<file path="config.mk">
export PLATFORM = sky130hd
export DESIGN_NAME = target_flicker_hold_tracker
export DESIGN_NICKNAME = d
export VERILOG_FILES = /design/src/design/ftht_pkg.sv /design/src/design/ftht_flip_scan.sv /design/src/design/ftht_out_reg.sv /design/src/design/target_flicker_hold_tracker.sv
export SDC_FILE = /design/constraint.sdc
export NUM_CORES = 1
export LEC_CHECK = 0
export BUFFER_PORTS_ARGS = -buffer_cell sky130_fd_sc_hd__buf_2
export CORE_ASPECT_RATIO = 1.2
export CORE_MARGIN = 2
export CORE_UTILIZATION = 59
export DETAILED_ROUTE_END_ITERATION = 10
export PLACE_DENSITY_LB_ADDON = 0.1
export SETUP_SLACK_MARGIN = 0.4
export SLEW_MARGIN = 20
export SYNTH_ARGS = -nofsm -noshare
export SYNTH_HDL_FRONTEND = slang
export SYNTH_SLANG_ARGS = --single-unit
</file>
<file path="constraint.sdc">
create_clock -name clk_i -period 16.35 [get_ports clk_i]
set_input_delay 3.27 -clock clk_i [delete_from_list [all_inputs] [get_ports clk_i]]
set_output_delay 3.27 -clock clk_i [all_outputs]
set_load 0.02 [all_outputs]
</file>
<file path="src/design/ftht_pkg.sv">
// shared types, constants and helpers for the flicker hold tracker
// no dependencies; used by every module of the block
package ftht_pkg;

  localparam int MAX_WINDOW = 32;
  localparam int WIN_W      = MAX_WINDOW;
  localparam int LEN_W      = $clog2(MAX_WINDOW + 1);
  localparam int CNT_W      = $clog2(MAX_WINDOW);

  localparam int WLEN_W     = 6;
  localparam int THR_W      = 5;
  localparam int HOLD_W     = 8;
  localparam int CFG_W      = 8;
  localparam int CFG_IDX_W  = 2;
  localparam int FIELD_W    = 16;

  localparam logic [WLEN_W-1:0] WLEN_RST = WLEN_W'(16);
  localparam logic [THR_W-1:0]  THR_RST  = THR_W'(8);
  localparam logic [HOLD_W-1:0] HOLD_RST = HOLD_W'(10);

  localparam logic [CFG_IDX_W-1:0] CFG_WINDOW_LENGTH  = CFG_IDX_W'(0);
  localparam logic [CFG_IDX_W-1:0] CFG_FLIP_THRESHOLD = CFG_IDX_W'(1);
  localparam logic [CFG_IDX_W-1:0] CFG_HOLD_DELAY     = CFG_IDX_W'(2);

  typedef enum logic [1:0] {
    KIND_DETECT = 2'd0,
    KIND_COAST  = 2'd1,
    KIND_SPIN   = 2'd2
  } report_kind_e;

  typedef struct packed {
    report_kind_e               kind;
    logic signed [FIELD_W-1:0]  x;
    logic signed [FIELD_W-1:0]  y;
    logic signed [FIELD_W-1:0]  z;
    logic [FIELD_W-1:0]         distance;
    logic signed [FIELD_W-1:0]  pitch;
    logic signed [FIELD_W-1:0]  yaw;
  } result_t;

  // request to the flip scanner: shift in a flag and walk the newest pairs
  typedef struct packed {
    logic             start;
    logic             flag;
    logic [CNT_W-1:0] steps;
  } scan_req_t;

  typedef struct packed {
    logic             done;
    logic [CNT_W-1:0] flips;
  } scan_sts_t;

  // effective window length, clamped to 2..MAX_WINDOW
  function automatic logic [LEN_W-1:0] eff_len(logic [WLEN_W-1:0] wl);
    logic [LEN_W-1:0] len;
    if (int'(wl) < 2) begin
      len = LEN_W'(2);
    end else if (int'(wl) > MAX_WINDOW) begin
      len = LEN_W'(MAX_WINDOW);
    end else begin
      len = LEN_W'(wl);
    end
    return len;
  endfunction

endpackage

</file>
<file path="src/design/ftht_flip_scan.sv">
// flag window shift register and bit-serial flip counter
// depends on ftht_pkg
module ftht_flip_scan (
  input  logic                clk_i,
  input  logic                rst_ni,
  input  ftht_pkg::scan_req_t req_i,
  output ftht_pkg::scan_sts_t sts_o
);

  logic [ftht_pkg::WIN_W-1:0] window_q, window_d;
  logic [ftht_pkg::WIN_W-1:0] scan_q, scan_d;
  logic [ftht_pkg::CNT_W-1:0] steps_q, steps_d;
  logic [ftht_pkg::CNT_W-1:0] flips_q, flips_d;
  logic                       busy_q, busy_d;
  logic                       done_q, done_d;

  always_comb begin
    window_d = window_q;
    scan_d   = scan_q;
    steps_d  = steps_q;
    flips_d  = flips_q;
    busy_d   = busy_q;
    done_d   = 1'b0;
    if (req_i.start) begin
      window_d = {window_q[ftht_pkg::WIN_W-2:0], req_i.flag};
      scan_d   = {window_q[ftht_pkg::WIN_W-2:0], req_i.flag};
      steps_d  = req_i.steps;
      flips_d  = '0;
      busy_d   = 1'b1;
    end else if (busy_q) begin
      // one adjacent pair per cycle, newest first
      flips_d = flips_q + ftht_pkg::CNT_W'(scan_q[0] ^ scan_q[1]);
      scan_d  = scan_q >> 1;
      steps_d = steps_q - ftht_pkg::CNT_W'(1);
      if (steps_q == ftht_pkg::CNT_W'(1)) begin
        busy_d = 1'b0;
        done_d = 1'b1;
      end
    end
  end

  always_ff @(posedge clk_i or negedge rst_ni) begin
    if (!rst_ni) begin
      window_q <= '0;
      steps_q  <= '0;
      flips_q  <= '0;
      busy_q   <= 1'b0;
      done_q   <= 1'b0;
    end else begin
      window_q <= window_d;
      steps_q  <= steps_d;
      flips_q  <= flips_d;
      busy_q   <= busy_d;
      done_q   <= done_d;
    end
  end

  always_ff @(posedge clk_i) begin
    scan_q <= scan_d;
  end

  assign sts_o.done  = done_q;
  assign sts_o.flips = flips_q;

endmodule

</file>
<file path="src/design/ftht_out_reg.sv">
// output register for one result beat, valid/ready on the far side
// depends on ftht_pkg
module ftht_out_reg (
  input  logic              clk_i,
  input  logic              rst_ni,
  input  logic              load_i,
  input  ftht_pkg::result_t data_i,
  output logic              free_o,
  output logic              valid_o,
  input  logic              ready_i,
  output ftht_pkg::result_t data_o
);

  logic              valid_q;
  ftht_pkg::result_t data_q;

  assign free_o = !valid_q || ready_i;

  always_ff @(posedge clk_i or negedge rst_ni) begin
    if (!rst_ni) begin
      valid_q <= 1'b0;
    end else if (load_i) begin
      valid_q <= 1'b1;
    end else if (ready_i) begin
      valid_q <= 1'b0;
    end
  end

  always_ff @(posedge clk_i) begin
    if (load_i) begin
      data_q <= data_i;
    end
  end

  assign valid_o = valid_q;
  assign data_o  = data_q;

endmodule

</file>
<file path="src/design/target_flicker_hold_tracker.sv">
// top level of the flicker hold tracker: config, frame control, hold and centre state
// depends on ftht_pkg, ftht_flip_scan, ftht_out_reg
//
//  channel  | handshake               | payload
//  ---------+-------------------------+-------------------------------------------
//  in       | in_valid_i / in_ready_o | detected, pos_x/y/z, distance, pitch, yaw
//  out      | out_valid_o/out_ready_i | report_kind, out_x/y/z, distance, pitch, yaw
//  cfg      | cfg_we_i (no wait)      | cfg_idx_i, cfg_wdata_i
//
// a frame goes through the accept cycle, then the scan state, in which the flip
// scanner walks the len-1 newest flag pairs one pair per cycle (len = clamped window
// length, 2..32) and raises its done flag, and last the decide state.
// reset clears all control state, loads the hold counter with 10 and the
// registers with their defaults. a beat waiting in the output register only
// stalls a frame that has a result to hand over; no new frame is taken meanwhile.
module target_flicker_hold_tracker (
  input  logic        clk_i,
  input  logic        rst_ni,
  input  logic        cfg_we_i,
  input  logic [1:0]  cfg_idx_i,
  input  logic [7:0]  cfg_wdata_i,
  input  logic        in_valid_i,
  output logic        in_ready_o,
  input  logic        detected_i,
  input  logic signed [15:0] pos_x_i,
  input  logic signed [15:0] pos_y_i,
  input  logic signed [15:0] pos_z_i,
  input  logic [15:0] distance_i,
  input  logic signed [15:0] pitch_i,
  input  logic signed [15:0] yaw_i,
  output logic        out_valid_o,
  input  logic        out_ready_i,
  output logic [1:0]  report_kind_o,
  output logic signed [15:0] out_x_o,
  output logic signed [15:0] out_y_o,
  output logic signed [15:0] out_z_o,
  output logic [15:0] out_distance_o,
  output logic signed [15:0] out_pitch_o,
  output logic signed [15:0] out_yaw_o
);

  typedef enum logic [1:0] {
    S_IDLE,
    S_SCAN,
    S_DECIDE
  } state_e;

  state_e state_q;

  logic [ftht_pkg::WLEN_W-1:0] wlen_q;
  logic [ftht_pkg::THR_W-1:0]  thr_q;
  logic [ftht_pkg::HOLD_W-1:0] hold_delay_q;

  logic [ftht_pkg::LEN_W-1:0]  fill_q;
  logic [ftht_pkg::HOLD_W-1:0] hold_q;
  logic                        full_q;

  logic                           det_q;
  logic signed [ftht_pkg::FIELD_W-1:0] px_q, py_q, pz_q, pp_q, pw_q;
  logic [ftht_pkg::FIELD_W-1:0]        pd_q;

  logic signed [ftht_pkg::FIELD_W-1:0] cx_q, cy_q, cz_q, cp_q;
  logic [ftht_pkg::FIELD_W-1:0]        cd_q;

  logic [ftht_pkg::LEN_W-1:0] len;
  logic                       in_fire;
  logic                       spin;
  logic                       need_out;
  logic                       out_free;
  logic                       out_load;
  logic                       finish;

  ftht_pkg::scan_req_t scan_req;
  ftht_pkg::scan_sts_t scan_sts;
  ftht_pkg::result_t   res;
  ftht_pkg::result_t   out_data;

  assign len        = ftht_pkg::eff_len(wlen_q);
  assign in_ready_o = (state_q == S_IDLE);
  assign in_fire    = in_valid_i && in_ready_o;

  assign scan_req.start = in_fire;
  assign scan_req.flag  = detected_i;
  assign scan_req.steps = ftht_pkg::CNT_W'(len - ftht_pkg::LEN_W'(1));

  ftht_flip_scan u_scan (
    .clk_i  (clk_i),
    .rst_ni (rst_ni),
    .req_i  (scan_req),
    .sts_o  (scan_sts)
  );

  // the frame that fills the window does no flip check
  assign spin     = full_q && (int'(scan_sts.flips) > int'(thr_q));
  assign need_out = spin || det_q || (hold_q != '0);
  assign finish   = (state_q == S_DECIDE) && (!need_out || out_free);
  assign out_load = finish && need_out;

  always_comb begin
    res.kind     = ftht_pkg::KIND_DETECT;
    res.x        = px_q;
    res.y        = py_q;
    res.z        = pz_q;
    res.distance = pd_q;
    res.pitch    = pp_q;
    res.yaw      = pw_q;
    if (spin) begin
      res.kind     = ftht_pkg::KIND_SPIN;
      res.x        = cx_q;
      res.y        = cy_q;
      res.z        = cz_q;
      res.distance = cd_q;
      res.pitch    = cp_q;
      res.yaw      = '0;
    end else if (!det_q) begin
      res.kind = ftht_pkg::KIND_COAST;
      res.yaw  = '0;
    end
  end

  ftht_out_reg u_out (
    .clk_i   (clk_i),
    .rst_ni  (rst_ni),
    .load_i  (out_load),
    .data_i  (res),
    .free_o  (out_free),
    .valid_o (out_valid_o),
    .ready_i (out_ready_i),
    .data_o  (out_data)
  );

  assign report_kind_o  = out_data.kind;
  assign out_x_o        = out_data.x;
  assign out_y_o        = out_data.y;
  assign out_z_o        = out_data.z;
  assign out_distance_o = out_data.distance;
  assign out_pitch_o    = out_data.pitch;
  assign out_yaw_o      = out_data.yaw;

  always_ff @(posedge clk_i or negedge rst_ni) begin
    if (!rst_ni) begin
      wlen_q       <= ftht_pkg::WLEN_RST;
      thr_q        <= ftht_pkg::THR_RST;
      hold_delay_q <= ftht_pkg::HOLD_RST;
    end else if (cfg_we_i) begin
      case (cfg_idx_i)
        ftht_pkg::CFG_WINDOW_LENGTH:  wlen_q       <= cfg_wdata_i[ftht_pkg::WLEN_W-1:0];
        ftht_pkg::CFG_FLIP_THRESHOLD: thr_q        <= cfg_wdata_i[ftht_pkg::THR_W-1:0];
        ftht_pkg::CFG_HOLD_DELAY:     hold_delay_q <= cfg_wdata_i[ftht_pkg::HOLD_W-1:0];
        default: ;
      endcase
    end
  end

  always_ff @(posedge clk_i or negedge rst_ni) begin
    if (!rst_ni) begin
      state_q <= S_IDLE;
      fill_q  <= '0;
      hold_q  <= ftht_pkg::HOLD_RST;
      full_q  <= 1'b0;
      cx_q    <= '0;
      cy_q    <= '0;
      cz_q    <= '0;
      cd_q    <= '0;
      cp_q    <= '0;
    end else begin
      case (state_q)
        S_IDLE: begin
          if (in_fire) begin
            full_q <= (fill_q >= len);
            // saturate at the current length once the window counts as full
            if (fill_q >= len) begin
              fill_q <= len;
            end else begin
              fill_q <= fill_q + ftht_pkg::LEN_W'(1);
            end
            state_q <= S_SCAN;
          end
        end
        S_SCAN: begin
          if (scan_sts.done) begin
            state_q <= S_DECIDE;
          end
        end
        S_DECIDE: begin
          if (finish) begin
            if (spin) begin
              hold_q <= hold_delay_q;
            end else if (det_q) begin
              hold_q <= hold_delay_q;
              cx_q   <= px_q;
              cy_q   <= py_q;
              cz_q   <= pz_q;
              cd_q   <= pd_q;
              cp_q   <= pp_q;
            end else if (hold_q != '0) begin
              hold_q <= hold_q - ftht_pkg::HOLD_W'(1);
            end
            state_q <= S_IDLE;
          end
        end
        default: state_q <= S_IDLE;
      endcase
    end
  end

  always_ff @(posedge clk_i) begin
    if (in_fire) begin
      det_q <= detected_i;
      px_q  <= pos_x_i;
      py_q  <= pos_y_i;
      pz_q  <= pos_z_i;
      pd_q  <= distance_i;
      pp_q  <= pitch_i;
      pw_q  <= yaw_i;
    end
  end

  a_fill_bounded: assert property (@(posedge clk_i) disable iff (!rst_ni)
    int'(fill_q) <= ftht_pkg::MAX_WINDOW)
    else $error("window fill beyond maximum window");

  a_no_overwrite: assert property (@(posedge clk_i) disable iff (!rst_ni)
    out_load |-> (!out_valid_o || out_ready_i))
    else $error("result loaded over a beat that was not taken");

  a_done_in_scan: assert property (@(posedge clk_i) disable iff (!rst_ni)
    scan_sts.done |-> (state_q == S_SCAN))
    else $error("flip scan finished outside the scan state");

  a_coast_needs_hold: assert property (@(posedge clk_i) disable iff (!rst_ni)
    (out_load && (res.kind == ftht_pkg::KIND_COAST)) |=>
      (hold_q == $past(hold_q) - ftht_pkg::HOLD_W'(1)))
    else $error("coast report without a hold counter step");

endmodule

</file>
==> run metrics <==
Overflow after GRT 0; status finished, final reports clean; synth unique cells 55; multi-input logic area 4100 sq um; Setup Skew 0.0179 ns; Mapped Cells 982; port bufs 211; Max FO, Critical Path 85; M1 WL roughly 12000 um; Data arrival, critical path just under 6 ns; CTS Root Cell clkbuf_16; routability cong. 0.799; startpoint types input port; clock sinks 387; Final Util 69.8%; post-synthesis cell area 15300 sq um; worst slew pin tran 0.989 ns; R2R Path End cp_q[10]$_DFFE_PN0P_; static leakage 8.05 nW; post-CTS resize count 0; VDD IR-drop max approximately 0.11 mV; synthesis warning total 0; Final Hold Viols 0; largest net degree at the start of global routing 86; 1st-iter DRT viols 441; router iterations before antenna repair 5; commonest cells after routing, fill and taps aside edfxtp_1 (227), buf_2 (210), nand2_1 (182), dfrtp_1 (154), mux2_2 (130); Fillers between 1500 and 2000; FF-to-FF Start thr_q[3]$_DFFE_PN1P_; CTS max path bufs 3; final WL 28700 um; Simple-Gate Fraction of Synth Area 7.52%; Synth Area in Adders 1.47%; Compound-Gate Fraction of Synth Area 2.51%; most common cell after layout, fill and taps aside edfxtp_1; Yosys reg bits between 300 and 400; # placed instances 1492; die height 180 um; DR top layer met5; synth-to-layout area growth 16.4%; RSZ-0062 raised after global routing false; Setup-failing EPs final 0; initial antenna violation count 3; CORE AREA 25500 sq um; Die W 151 um; worst setup path end fill_q[4]$_DFFE_PN0P_; fin cells 1563; routed wl met2 14500 um; Initial Util between 50% and 60%; post-place setup slack a little over 10 ns; clock-pin slew on the worst setup and hold paths around 0.060 ns; crit share post-route 34.0%; setup TNS 0 ns; syn avg cell area 15.6 sq um; H-tree depth 2; Post-DRT Antenna Nets 0; Post-synth EDFFs around 230; share of cells above drive strength 1 37.8%; Final WS setup 10.80 ns; reg2reg setup slack 11.81 ns; hpwl dp about 18000 um; die area 27300 sq um; FMAX 180 MHz; Pwr Density roughly 160 nW/um^2; FP Rows 64; kind of critical path in -> reg; vias per cell 5.41; mux cell area share after synthesis ~15%; met3 wire len approximately 1600 um; drt wl/cell about 18 um; Worst slew margin 34.1%; nets between 1000 and 1500; CP endpoint kind flop; Slew Limit Fails 0; CTS buffer count 37; Hold Path Class reg -> reg; register area share after synthesis 70.7%; FF+latch area 10800 sq um; Setup Buffers After CTS 0; total power about 0.0028 W; Hold Buf Count CTS 0; DR DRC count 0; # IOs 212; Worst Reg2Reg Path Length in Cells 9; syn nets 1112; Post-Synth XOR/XNOR Area 0.629%; TritonCTS clock tree built; largest family of logic cells by synthesized area multiplexers; first-pass GRT wire length 45000 um; crit path from in_valid_i; GR Util All Layers a little over a fifth; worst skew pair latency 0.52 ns; WP data required 16.75 ns; vias in the first global route 8522; FFs w/ async S/R, synth 41.3%; max_cap viols 0; Period minus WS final 5.55 ns; Synth Flop Type edfxtp_1; vias after detailed routing 8453
==> through the flow <==
stage,hold slack [ns],cell area [sq um]
2_1_floorplan,0.438,15300
3_3_place_gp,0.461,16600
3_5_place_dp,0.462,16600
4_1_cts,0.480,17800
5_1_grt,0.493,17800
6_report,0.475,17800
==> synthesized netlist by cell type, drive strengths merged (2+ instances only) <==
cell	count	area [sq um]
o211ai	4	30.0
a22oi	3	22.5
o21ai	19	95.1
xor2	5	43.8
o41ai	3	26.3
a21oi	6	30.0
nor2b	2	12.5
nand2b	4	25.0
nand3	6	42.5
o31ai	3	22.5
nand4	3	18.8
xnor2	6	52.6
nand2	183	687
ha	18	225
mux2	178	2150
nor3	6	30.0
dfstp	6	158
a211o	2	17.5
or4	4	33.8
a311o	2	20.0
nor2	15	58.8
and3	23	144
a221o	3	30.0
a31o	2	17.5
nand3b	2	15.0
clkbuf	17	83.8
dfrtp	154	3850
a32oi	2	17.5
buf	24	224
nor4	4	25.0
a21o	2	15.0
inv	25	93.8
mux2i	7	70.1
edfxtp	227	6820
==> where the power goes <==
part	total, W	switching, W	internal [W]	leakage [nW]
logic	0.000572	0.000295	0.000277	3.25
clock network	0.000855	0.000348	0.000507	0.612
registers	0.00137	0.0000929	0.00128	4.19
==> metal layers <==
layer | vias up | GRT usage (%)
met3 | 49 | 3.80
met5 | - | 0
met4 | 2 | 6.06
li1 | 3988 | -
met1 | 4219 | 28.3
met2 | 195 | 35.5
==> kinds of logic (layout without fill, tap and decap cells) <==
| logic type | Yosys count | after routing |
|---|---|---|
| adder cells (fa/ha/maj) | 18 | 18 |
| buffers and inverters | 67 | 314 |
| flip-flops | 387 | 387 |
| AND/OR/NAND/NOR | 259 | 259 |
| XOR/XNOR | 11 | 11 |
| AO/OA/AOI/OAI | 55 | 55 |
| multiplexers | 185 | 185 |
| other | 0 | 4 |
==> layout make-up <==
type,count,area share [%]
clock buffer,51,6.01
clock inverter,16,0.906
timing repair buffer,221,6.38
tap,330,2.32
antenna,4,0.0562
inverter,26,0.562
multi-input combinational,528,23.0
sequential,387,60.8
==> registers in the layout (all words and copies together) (netlist names), 6 cells and up <==
signal / cells
u_scan.window_q: 31
cp_q: 16
py_q: 16
px_q: 16
hold_delay_q: 8
u_out.data_o: 98
pd_q: 16
u_scan.scan_q: 32
wlen_q: 6
pw_q: 16
pz_q: 16
cz_q: 16
fill_q: 6
pp_q: 16
hold_q: 8
cd_q: 16
cy_q: 16
cx_q: 16
==> worst max-delay path, stage by stage <==
cell	delay (ns)
buf_2	0.10
nand2_2	0.04
buf_4	0.34
inv_4	0.67
buf_4	0.89
o21ai_0	0.23
a22o_1	0.28
==> how the worst min path moves through the flow <==
stage / slack, ns / cells past startpoint / end / startpoint
global placement: 0.46 / 2 / u_scan.window_q[30]$_DFFE_PN0P_ / u_scan.window_q[30]$_DFFE_PN0P_
global route: 0.49 / 2 / u_scan.window_q[7]$_DFFE_PN0P_ / u_scan.window_q[7]$_DFFE_PN0P_
floorplan: 0.44 / 2 / u_scan.window_q[30]$_DFFE_PN0P_ / u_scan.window_q[30]$_DFFE_PN0P_
detailed placement: 0.46 / 2 / u_scan.window_q[16]$_DFFE_PN0P_ / u_scan.window_q[16]$_DFFE_PN0P_
finish: 0.48 / 2 / u_scan.window_q[13]$_DFFE_PN0P_ / u_scan.window_q[13]$_DFFE_PN0P_
CTS: 0.48 / 2 / u_scan.window_q[13]$_DFFE_PN0P_ / u_scan.window_q[13]$_DFFE_PN0P_
(Power assumes the default switching activity.)
